## src/rtl/mhr_pkg.sv

```systemverilog
// Shared types, constants and controller state encoding for the holding register engine
package mhr_pkg;

  localparam int REQ_BUF_DEPTH_DEF = 256;
  localparam int STORE_DEPTH_DEF   = 256;

  localparam logic [8:0] LEN_SAT      = 9'd511;
  localparam logic [7:0] CAP_RESET    = 8'd253;
  localparam logic [7:0] FC_READ      = 8'h03;
  localparam logic [7:0] FC_WRITE_ONE = 8'h06;
  localparam logic [7:0] FC_WRITE_MUL = 8'h10;
  localparam logic [7:0] EXC_FUNC     = 8'h01;
  localparam logic [7:0] EXC_ADDR     = 8'h02;
  localparam logic [7:0] EXC_VALUE    = 8'h03;
  localparam logic [7:0] EXC_FLAG     = 8'h80;
  localparam logic [7:0] MAX_RD_CNT   = 8'd125;
  localparam logic [7:0] MAX_WR_CNT   = 8'd123;

  typedef enum logic [3:0] {
    ST_RECV,   // collecting request bytes
    ST_HDR,    // fetch header bytes, one per cycle
    ST_CHECK,  // validate the request
    ST_WRITE,  // walk the write registers
    ST_EMIT,   // send response chunks
    ST_DONE
  } state_t;

  // Commands from controller to datapath
  typedef struct packed {
    logic store_byte;   // transfer of a request byte
    logic clr_len;
    logic hdr_step;     // advance header fetch index
    logic hdr_clr;
    logic latch_chk;    // capture check outcome
    logic wr_step;      // one register write step
    logic emit_step;    // produce one response byte
    logic emit_init;
  } cmd_t;

  // Status from datapath to controller
  typedef struct packed {
    logic hdr_done;
    logic do_write;
    logic wr_done;
    logic send;
    logic emit_done;
  } stat_t;

endpackage

```

## src/rtl/mhr_ctrl.sv

```systemverilog
// Controller state machine for the holding register engine
module mhr_ctrl (
  input  logic           clk,
  input  logic           rst,
  input  logic           start,
  input  logic           req_last,
  input  mhr_pkg::stat_t stat,
  output logic           busy,
  output mhr_pkg::cmd_t  cmd
);
  import mhr_pkg::*;

  state_t state, state_next;

  // Advance state
  always_ff @(posedge clk) begin
    if (rst) state <= ST_RECV;
    else state <= state_next;
  end

  // Next state
  always_comb begin
    state_next = state;
    case (state)
      ST_RECV:  if (start && req_last) state_next = ST_HDR;
      ST_HDR:   if (stat.hdr_done) state_next = ST_CHECK;
      ST_CHECK: state_next = ST_DONE;
      ST_DONE: begin
        if (stat.do_write) state_next = ST_WRITE;
        else if (stat.send) state_next = ST_EMIT;
        else state_next = ST_RECV;
      end
      ST_WRITE: if (stat.wr_done) state_next = stat.send ? ST_EMIT : ST_RECV;
      ST_EMIT:  if (stat.emit_done) state_next = ST_RECV;
      default:  state_next = ST_RECV;
    endcase
  end

  // Outputs
  always_comb begin
    cmd = '0;
    busy = (state != ST_RECV);
    case (state)
      ST_RECV: begin
        cmd.store_byte = start;
        cmd.hdr_clr = 1'b1;
      end
      ST_HDR:   cmd.hdr_step = 1'b1;
      ST_CHECK: cmd.latch_chk = 1'b1;
      ST_DONE:  cmd.emit_init = 1'b1;
      ST_WRITE: cmd.wr_step = 1'b1;
      ST_EMIT:  cmd.emit_step = 1'b1;
      default:  cmd = '0;
    endcase
    // Drop the request length only once the request is fully handled
    cmd.clr_len = (state != ST_RECV) && (state_next == ST_RECV);
  end

endmodule

```

## config.mk

```make
export PLATFORM = sky130hd
export DESIGN_NAME = mhr_ctrl
export DESIGN_NICKNAME = d
export VERILOG_FILES = /design/src/rtl/mhr_pkg.sv /design/src/rtl/mhr_ctrl.sv
export SDC_FILE = /design/constraint.sdc
export NUM_CORES = 1
export LEC_CHECK = 0
export ABC_AREA = 1
export BUFFER_PORTS_ARGS = -buffer_cell sky130_fd_sc_hd__buf_2
export CAP_MARGIN = 5
export CORE_AREA = 2 2 39 41
export DETAILED_ROUTE_END_ITERATION = 12
export DIE_AREA = 0 0 41 43
export PLACE_DENSITY_LB_ADDON = 0.2
export SLEW_MARGIN = 20
export SYNTH_ARGS = -nofsm -noshare
export SYNTH_HDL_FRONTEND = slang
export SYNTH_SLANG_ARGS = --single-unit
```

## constraint.sdc

```tcl
create_clock -name clk -period 1.7 [get_ports clk]
set_input_delay 0.17 -clock clk [delete_from_list [all_inputs] [get_ports clk]]
set_output_delay 0.17 -clock clk [all_outputs]
set_load 0.005 [all_outputs]
```

==> results of run 1 <==
## what timing repair did
action | in CTS | in global routing
hold endpoints to repair | 0 | 0
setup endpoints to repair | 0 | 1
resized for setup | 0 | 2
## cells by family after synthesis
family                 after synthesis  share of synthesized area
and+or+nand+nor                     35                     0.5579
buffers and inverters               12                     0.1487
AOI/OAI and AO/OA                    1                    0.01651
DFF                                  4                     0.2645
other                                1                    0.01238
## power by group through the flow
stage	sequential [mW]	combinational, mW	clock, mW
3_5_place_dp	0.102	0.0474	0
2_1_floorplan	0.101	0.0252	0
6_report	0.101	0.0475	0.114
5_1_grt	0.102	0.0554	0.121
3_3_place_gp	0.102	0.0473	0
4_1_cts	0.101	0.0478	0.121
## cell usage in the layout (no fill, tap or decap), drive strengths merged
master	count
nand4	2
nand3	8
conb	1
dfxtp	4
clkbuf	3
nor3	1
buf	17
nor4	2
nand2	10
nor2	10
nand3b	1
inv	12
o21ai	1
and2	1
## cells in the mapped netlist, drive strengths merged
cell type / instances
o21ai: 1
and2: 1
inv: 12
nor3: 1
dfxtp: 4
nor4: 2
nand2: 10
nand3b: 1
nand4: 2
nand3: 8
nor2: 10
conb: 1
## worst max-delay path: cells and delay by family (launching register included)
family,cells,cell delay (ns)
buffers and inverters,2,0.24
flip-flops,1,0.37
AND/OR/NAND/NOR,6,0.52
## final cells by class
type,instances,share of cell area
clock buffer,3,0.05187
inverter,12,0.1037
tap,16,0.04611
multi-input combinational,37,0.4150
sequential,4,0.1873
timing repair buffer,17,0.1960
## final timing paths
check	from	cells after the start	to	slack, ns
worst max-delay path	state[0]	8	cmd[6]	0.17
worst min-delay path	rst	2	state[0]	0.11
worst max register to register	state[3]	4	state[2]	0.61
worst min register to register	state[2]	5	state[1]	0.73
## metal layers
| layer | share of wire | routed length, um | GRT usage | vias to the layer above |
|---|---|---|---|---|
| met1 | 0.47 | 352 | 0.1222 | 157 |
| met4 | 0 | 0 | 0.06000 | 0 |
| met3 | 0.071 | 53 | 0.01571 | 0 |
| li1 | - | - | - | 206 |
| met2 | 0.45 | 337 | 0.1375 | 12 |
| met5 | 0 | 0 | 0 | - |
## through the flow
stage               hold slack, ns  setup WS (ns)  area [um2]  instances  power [mW]
finish                      0.1114         0.1681       434.2         89      0.2624
global route                0.1124        0.02774       434.2         89      0.2782
CTS                         0.1031         0.1469       430.4         89      0.2694
detailed placement          0.3488         0.4096       407.9         86      0.1495
global placement            0.3546         0.3831       407.9         86      0.1493
floorplan                   0.2424         0.6268       302.8         53      0.1265
==> impl_metrics.json, run 1 <==
{
  "multi_input_comb_area_um2": 180.2,
  "postCtsSetupBuffers": 0,
  "areaGrowthSynthToFinish_pct": 43.39,
  "post_synth.cell_area_avg_um2": 5.713,
  "boundaryPins": 18,
  "top_regs": "state: 4 flops",
  "ir_drop_mv": 0.2583,
  "max_flop_register": "state",
  "largest_register_ffs": 4,
  "clk_skew_ns": 0.0007242,
  "std_cell_rows": 14,
  "final_net_count": 84,
  "drt-vias-per-instance": 4.213,
  "power.density_cell_area_nw_per_um2": 604.5,
  "tritoncts": "done",
  "initial_utilization": 0.2188,
  "synth_top_area_frac": 0.2645,
  "clock_latency_ns": 0.23,
  "die-height_um": 43,
  "worst_path_largest_cell_delay_ns": 0.37,
  "number_of_unique_standard_cell_types_used_by_synthesis": 14,
  "final_period_minus_worst_setup_slack_ns": 1.532,
  "antenna_cells": 0,
  "synth_fp_nets": 62,
  "switching_share": 0.2472,
  "detail-route-antenna-nets": 0,
  "critPathArrivalTime_ns": 1.36,
  "p_leak_nw": 0.2743,
  "power_report.internal_total_mw": 0.1976,
  "core-area_um2": 1384,
  "register_area_um2": 81.33,
  "net_switching_mw": 0.06488,
  "worstSetupEndpointType": "output port",
  "ys_ff_latch": 4,
  "io_buffers": 17,
  "grt_max_degree": 8,
  "synth_cells": 53,
  "nFillCells": 162,
  "numClockSinks": 4,
  "comb_power_share": 0.181,
  "detailed_place_hpwl_um": 625.6,
  "grt_usage": 0.09438,
  "globalRouteOverflowTotal": 0,
  "synth_sequential_area_ratio": 0.2645,
  "criticalPathCategory": "flop to output port",
  "p_seq_frac": 0.386,
  "cts_max_level": 1,
  "yosysWarningCount": 0,
  "maxCapViolations": 0,
  "clkPwrFrac": 0.433,
  "period_share": 0.9011,
  "die_area_um2": 1763,
  "average_detailed_routed_wire_length_per_instance_um": 8.337,
  "post-route-util": 0.3137,
  "dieWidth_um": 41,
  "remaining_drc_errors": 0,
  "synth.top_cells.by_area": "sky130_fd_sc_hd__dfxtp_1 26%, sky130_fd_sc_hd__inv_1 15%, sky130_fd_sc_hd__nand3_1 13%",
  "synthesized_cell_area_um2": 302.8,
  "firstDrtPassIters": 4,
  "totalNegativeSetupSlack_ns": 0,
  "start_kind": "flop",
  "crit_path_top_delay_cell": "sky130_fd_sc_hd__dfxtp_1",
  "grt_pass1_vias": 310,
  "critPathRequiredTime_ns": 1.53,
  "cts_buffers": 3,
  "cts_buffer_depth": 2,
  "cts.clk_slew.worst_paths_ns": 0.03,
  "totalWireLength_um": 742,
  "critPathMaxFanout": 5,
  "report.final.slew_viol_count": 0,
  "clock-root-buffer": "sky130_fd_sc_hd__clkbuf_4",
  "hold_violations": 0,
  "timing.fmax_mhz": 652.8,
  "post_cts_hold_buffer_count": 0,
  "post-synth-top-area-cell": "sky130_fd_sc_hd__dfxtp_1",
  "class_of_the_tightest_hold_or_removal_check": "input port to flop",
  "worstPathCellList": "inv_1, nor2_2, nand3_1, nand3_1, nor2_1, nand2_1, nor2_1, buf_2",
  "grt_pass1_wl_mm": 1.131,
  "finalSetupViolations": 0,
  "routabilityCongestion": 0.6682,
  "layout-drive-gt1-share": 0.3562,
  "grt_setup_unrepaired": "no",
  "via_count": 375,
  "grt_antenna_before_repair": 0,
  "drt-initial-drc-count": 5,
  "status": "completed"
}
Power figures use the tool's default switching activity.
==> run 2, diff against run 1 <==
Settings changed: PLACE_DENSITY_LB_ADDON 0.2 to default.
==> impl_metrics.json, run 2 (synthesis results as in run 1) <==
{
  "grt_max_degree": 8,
  "drt-initial-drc-count": 3,
  "crit_path_top_delay_cell": "sky130_fd_sc_hd__dfxtp_1",
  "criticalPathCategory": "flop to output port",
  "critPathMaxFanout": 6,
  "initial_utilization": 0.2188,
  "hold_depth": 2,
  "critPathRequiredTime_ns": 1.53,
  "antenna_cells": 0,
  "r2r.worst_path.cells": 6,
  "timing.fmax_mhz": 643.5,
  "hold_violations": 0,
  "period_share": 0.9142,
  "via_count": 360,
  "boundaryPins": 18,
  "cts_buffers": 3,
  "globalRouteOverflowTotal": 0,
  "die_area_um2": 1763,
  "switching_share": 0.2443,
  "detailed_place_hpwl_um": 617.2,
  "core-area_um2": 1384,
  "critPathArrivalTime_ns": 1.38,
  "power_report.internal_total_mw": 0.1978,
  "grt_pass1_wl_mm": 1.200,
  "cts.clk_slew.worst_paths_ns": 0.03,
  "status": "completed",
  "design_area_um2": 436.7,
  "grt_usage": 0.09839,
  "std_cell_rows": 14,
  "detailed_place.area_um2": 407.9,
  "dieWidth_um": 41,
  "firstDrtPassIters": 2,
  "maxCapViolations": 0,
  "report.final.slew_viol_count": 0,
  "top_regs": "state: 4 flops",
  "clk_skew_ns": 0.00008003,
  "io_buffers": 17,
  "p_leak_nw": 0.2764,
  "final_net_count": 84,
  "net_switching_mw": 0.06394,
  "start_kind": "flop",
  "final_period_minus_worst_setup_slack_ns": 1.554,
  "routabilityCongestion": 0.7536,
  "power.density_cell_area_nw_per_um2": 599.4,
  "worstSetupEndpointType": "output port",
  "areaGrowthSynthToFinish_pct": 44.22,
  "postCtsSetupBuffers": 0,
  "detail-route-antenna-nets": 0,
  "worstPathCellList": "nor2_4, nand3_1, nand3_1, nor2_1, nand2_1, nor2_1, buf_2",
  "grt_setup_unrepaired": "no",
  "numClockSinks": 4,
  "count_of_buffer_and_inverter_cells_on_the_critical_path": 1,
  "totalWireLength_um": 730,
  "grt_antenna_before_repair": 0,
  "die-height_um": 43,
  "totalNegativeSetupSlack_ns": 0,
  "r2r-start": "state[3]",
  "cp_top_family": "simple AND/OR/NAND/NOR gates",
  "ir_drop_mv": 0.2453,
  "class_of_the_tightest_hold_or_removal_check": "input port to flop",
  "cts_max_level": 1,
  "clkPwrFrac": 0.431,
  "ff2ff_setup_slack_ns": 0.62,
  "grt_pass1_vias": 328,
  "p_seq_frac": 0.387,
  "average_detailed_routed_wire_length_per_instance_um": 8.202,
  "clock-root-buffer": "sky130_fd_sc_hd__clkbuf_4",
  "largest_register_ffs": 4,
  "power_mw": 0.2618,
  "remaining_drc_errors": 0,
  "clock_latency_ns": 0.23,
  "finalSetupViolations": 0,
  "cts_buffer_depth": 2,
  "min_from": "rst",
  "drt-vias-per-instance": 4.045,
  "worst_path_largest_cell_delay_ns": 0.43,
  "layout.cells.most_common_list": "17 x sky130_fd_sc_hd__buf_2, 12 x sky130_fd_sc_hd__inv_1, 9 x sky130_fd_sc_hd__nand2_1",
  "startpoint": "state[3]",
  "mostFrequentLayoutCell": "sky130_fd_sc_hd__buf_2",
  "post_cts_hold_buffer_count": 0,
  "max_flop_register": "state",
  "layout-drive-gt1-share": 0.3425,
  "tritoncts": "done",
  "critical_path_stages": 7,
  "comb_power_share": 0.182
}
## run 2: cell types whose count changed in the layout (fill, tap and decap cells not counted)
cell,change
sky130_fd_sc_hd__nor2_4,+1
sky130_fd_sc_hd__nor2_2,-2
sky130_fd_sc_hd__nor2_1,+1
## run 2: final cells by class
type	count	area, um2
inverter	12	45.04
clock buffer	3	22.52
multi-input combinational	37	182.7
sequential	4	81.33
timing repair buffer	17	85.08
fill	169	947.2
tap	16	20.02
## run 2: through the flow
step,worst slack [ns],hold WS (ns),std cells,utilization
floorplan,0.6268,0.2424,53,-
global placement,0.4116,0.3454,86,0.2948
detailed placement,0.3853,0.3497,86,0.2948
CTS,0.1260,0.1035,89,0.3110
global route,0.003304,0.1228,89,0.3156
finish,0.1459,0.1129,89,0.3156
## run 2: per-layer routing
metal | global-route usage | share of wire | vias to the layer above
met5 | 0 | 0 | -
li1 | - | - | 207
met2 | 0.1469 | 0.47 | 10
met1 | 0.1254 | 0.45 | 143
met3 | 0.01571 | 0.077 | 0
met4 | 0.06000 | 0 | 0
## run 2: worst reg2reg max path, stage by stage, from the launching register on
cell                      delay (ns)
sky130_fd_sc_hd__dfxtp_1        0.43
sky130_fd_sc_hd__inv_1          0.06
sky130_fd_sc_hd__nand2_1        0.09
sky130_fd_sc_hd__nor2_2         0.04
sky130_fd_sc_hd__nand2_1        0.07
sky130_fd_sc_hd__nand4_1        0.12
sky130_fd_sc_hd__and2_1         0.16
## run 2: power by group through the flow
stage | registers [mW] | clock network (mW) | logic [mW]
floorplan | 0.101 | 0 | 0.0252
global route | 0.102 | 0.121 | 0.0562
global placement | 0.102 | 0 | 0.0477
finish | 0.101 | 0.113 | 0.0476
CTS | 0.101 | 0.122 | 0.0478
detailed placement | 0.102 | 0 | 0.0475
## run 2: what timing repair did
action                                 CTS  global route
gates resized for setup                  0             2
endpoints found under the hold margin    0             0
setup endpoints to repair                0             1
## run 2: path summary, 6_finish.rpt
path               to
max            cmd[6]
min          state[0]
max reg2reg  state[2]
min reg2reg  state[1]
==> run 3, diff against run 2 <==
Settings changed: CELL_PAD_IN_SITES_DETAIL_PLACEMENT from default to 0, CELL_PAD_IN_SITES_GLOBAL_PLACEMENT from default to 1, CORE_AREA 2 2 39 41 to 3 3 40 42, DIE_AREA 0 0 41 43 to 0 0 43 45, PLACE_DENSITY_LB_ADDON from default to 0.1.
==> impl_metrics.json, run 3 (synthesis results as in run 1) <==
{
  "grt_setup_unrepaired": "no",
  "detailed_place_hpwl_um": 651.4,
  "criticalPathCategory": "flop to output port",
  "crit_path_top_delay_cell": "sky130_fd_sc_hd__dfxtp_1",
  "globalRouteOverflowTotal": 0,
  "critPathArrivalTime_ns": 1.37,
  "boundaryPins": 18,
  "power.density_cell_area_nw_per_um2": 614.8,
  "io_buffers": 17,
  "p_leak_nw": 0.2747,
  "start_kind": "flop",
  "firstDrtPassIters": 2,
  "die_area_um2": 1935,
  "numClockSinks": 4,
  "post_cts_hold_buffer_count": 0,
  "antenna_cells": 0,
  "die-height_um": 45,
  "drt-vias-per-instance": 4.341,
  "via_count": 382,
  "cts_repair_resize_count": 0,
  "std_cell_rows": 13,
  "report.final.slew_viol_count": 0,
  "top_regs": "state: 4 flops",
  "critPathRequiredTime_ns": 1.53,
  "routabilityCongestion": 0.6349,
  "ir_drop_mv": 0.3948,
  "count_of_buffer_and_inverter_cells_on_the_critical_path": 1,
  "grt_pass1_wl_mm": 1.248,
  "critPathMaxFanout": 6,
  "final_period_minus_worst_setup_slack_ns": 1.538,
  "register_area_um2": 80.08,
  "clock-root-buffer": "sky130_fd_sc_hd__clkbuf_4",
  "dieWidth_um": 43,
  "detail-route-antenna-nets": 0,
  "cts.clk_slew.worst_paths_ns": 0.04,
  "cts_buffer_depth": 2,
  "finalSetupViolations": 0,
  "layout.cells.most_common_list": "17 x sky130_fd_sc_hd__buf_2, 11 x sky130_fd_sc_hd__inv_1, 9 x sky130_fd_sc_hd__nand2_1",
  "nFillCells": 159,
  "average_detailed_routed_wire_length_per_instance_um": 8.795,
  "cts_buffers": 3,
  "hold_violations": 0,
  "remaining_drc_errors": 0,
  "cp_top_family": "simple AND/OR/NAND/NOR gates",
  "multi_input_comb_area_um2": 177.7,
  "max_flop_register": "state",
  "final_net_count": 84,
  "layout-drive-gt1-share": 0.3425,
  "drt-initial-drc-count": 2,
  "totalNegativeSetupSlack_ns": 0,
  "clock_latency_ns": 0.23,
  "timing.fmax_mhz": 650.1,
  "clk_skew_ns": 0.002329,
  "worstPathCellList": "nor2_2, nand3_1, nand3_1, nor2_1, nand2_1, nor2_1, buf_2",
  "cts_max_level": 1,
  "worstSetupEndpointType": "output port",
  "ff2ff_setup_slack_ns": 0.60,
  "power_mw": 0.2638,
  "grt_antenna_before_repair": 0,
  "grt_usage": 0.09068,
  "mostFrequentLayoutCell": "sky130_fd_sc_hd__buf_2",
  "class_of_the_tightest_hold_or_removal_check": "input port to flop",
  "status": "completed",
  "initial_utilization": 0.2356,
  "grt_max_degree": 8,
  "tritoncts": "done",
  "period_share": 0.9049,
  "areaGrowthSynthToFinish_pct": 41.74,
  "postCtsSetupBuffers": 0,
  "worst_path_largest_cell_delay_ns": 0.34,
  "grt_pass1_vias": 312,
  "maxCapViolations": 0,
  "largest_register_ffs": 4,
  "totalWireLength_um": 774,
  "core-area_um2": 1285
}
[run 3: final cells by class]
cell class / instances / area share
Multi-Input combinational cell: 37 / 0.4140
Timing Repair Buffer: 17 / 0.1983
Sequential cell: 4 / 0.1866
Inverter: 12 / 0.1050
Clock buffer: 3 / 0.05248
Tap cell: 15 / 0.04373
[run 3: stage by stage]
stage,utilization,instances,hold WS (ns),instance area (um2),worst slack (ns)
finish,0.3340,88,0.1086,429.2,0.1617
global route,0.3340,88,0.09734,429.2,0.006621
global placement,0.3165,85,0.3507,406.6,0.3568
floorplan,-,53,0.2424,302.8,0.6268
detailed placement,0.3165,85,0.3535,406.6,0.4044
CTS,0.3340,88,0.1035,429.2,0.1373
[run 3: layer usage]
metal | vias up | wire length [um] | track usage
met2 | 10 | 360 | 0.1347
li1 | 209 | - | -
met3 | 0 | 66 | 0.04781
met1 | 163 | 348 | 0.09615
met4 | 0 | 0 | 0.07229
met5 | - | 0 | 0
[run 3: path summary, 6_finish.rpt]
check                 from        to  cells after the start
setup / recovery  state[3]    cmd[6]                      7
hold / removal         rst  state[0]                      2
setup reg to reg  state[3]  state[2]                      4
hold reg to reg   state[2]  state[1]                      5
[run 3: where the power goes]
part	total, mW	internal [mW]	leakage (nW)	switching (mW)
sequential	0.101	0.0972	0.0327	0.00366
combinational	0.0473	0.0214	0.228	0.0260
clock	0.116	0.0788	0.0138	0.0368
total	0.264	0.197	0.275	0.0664
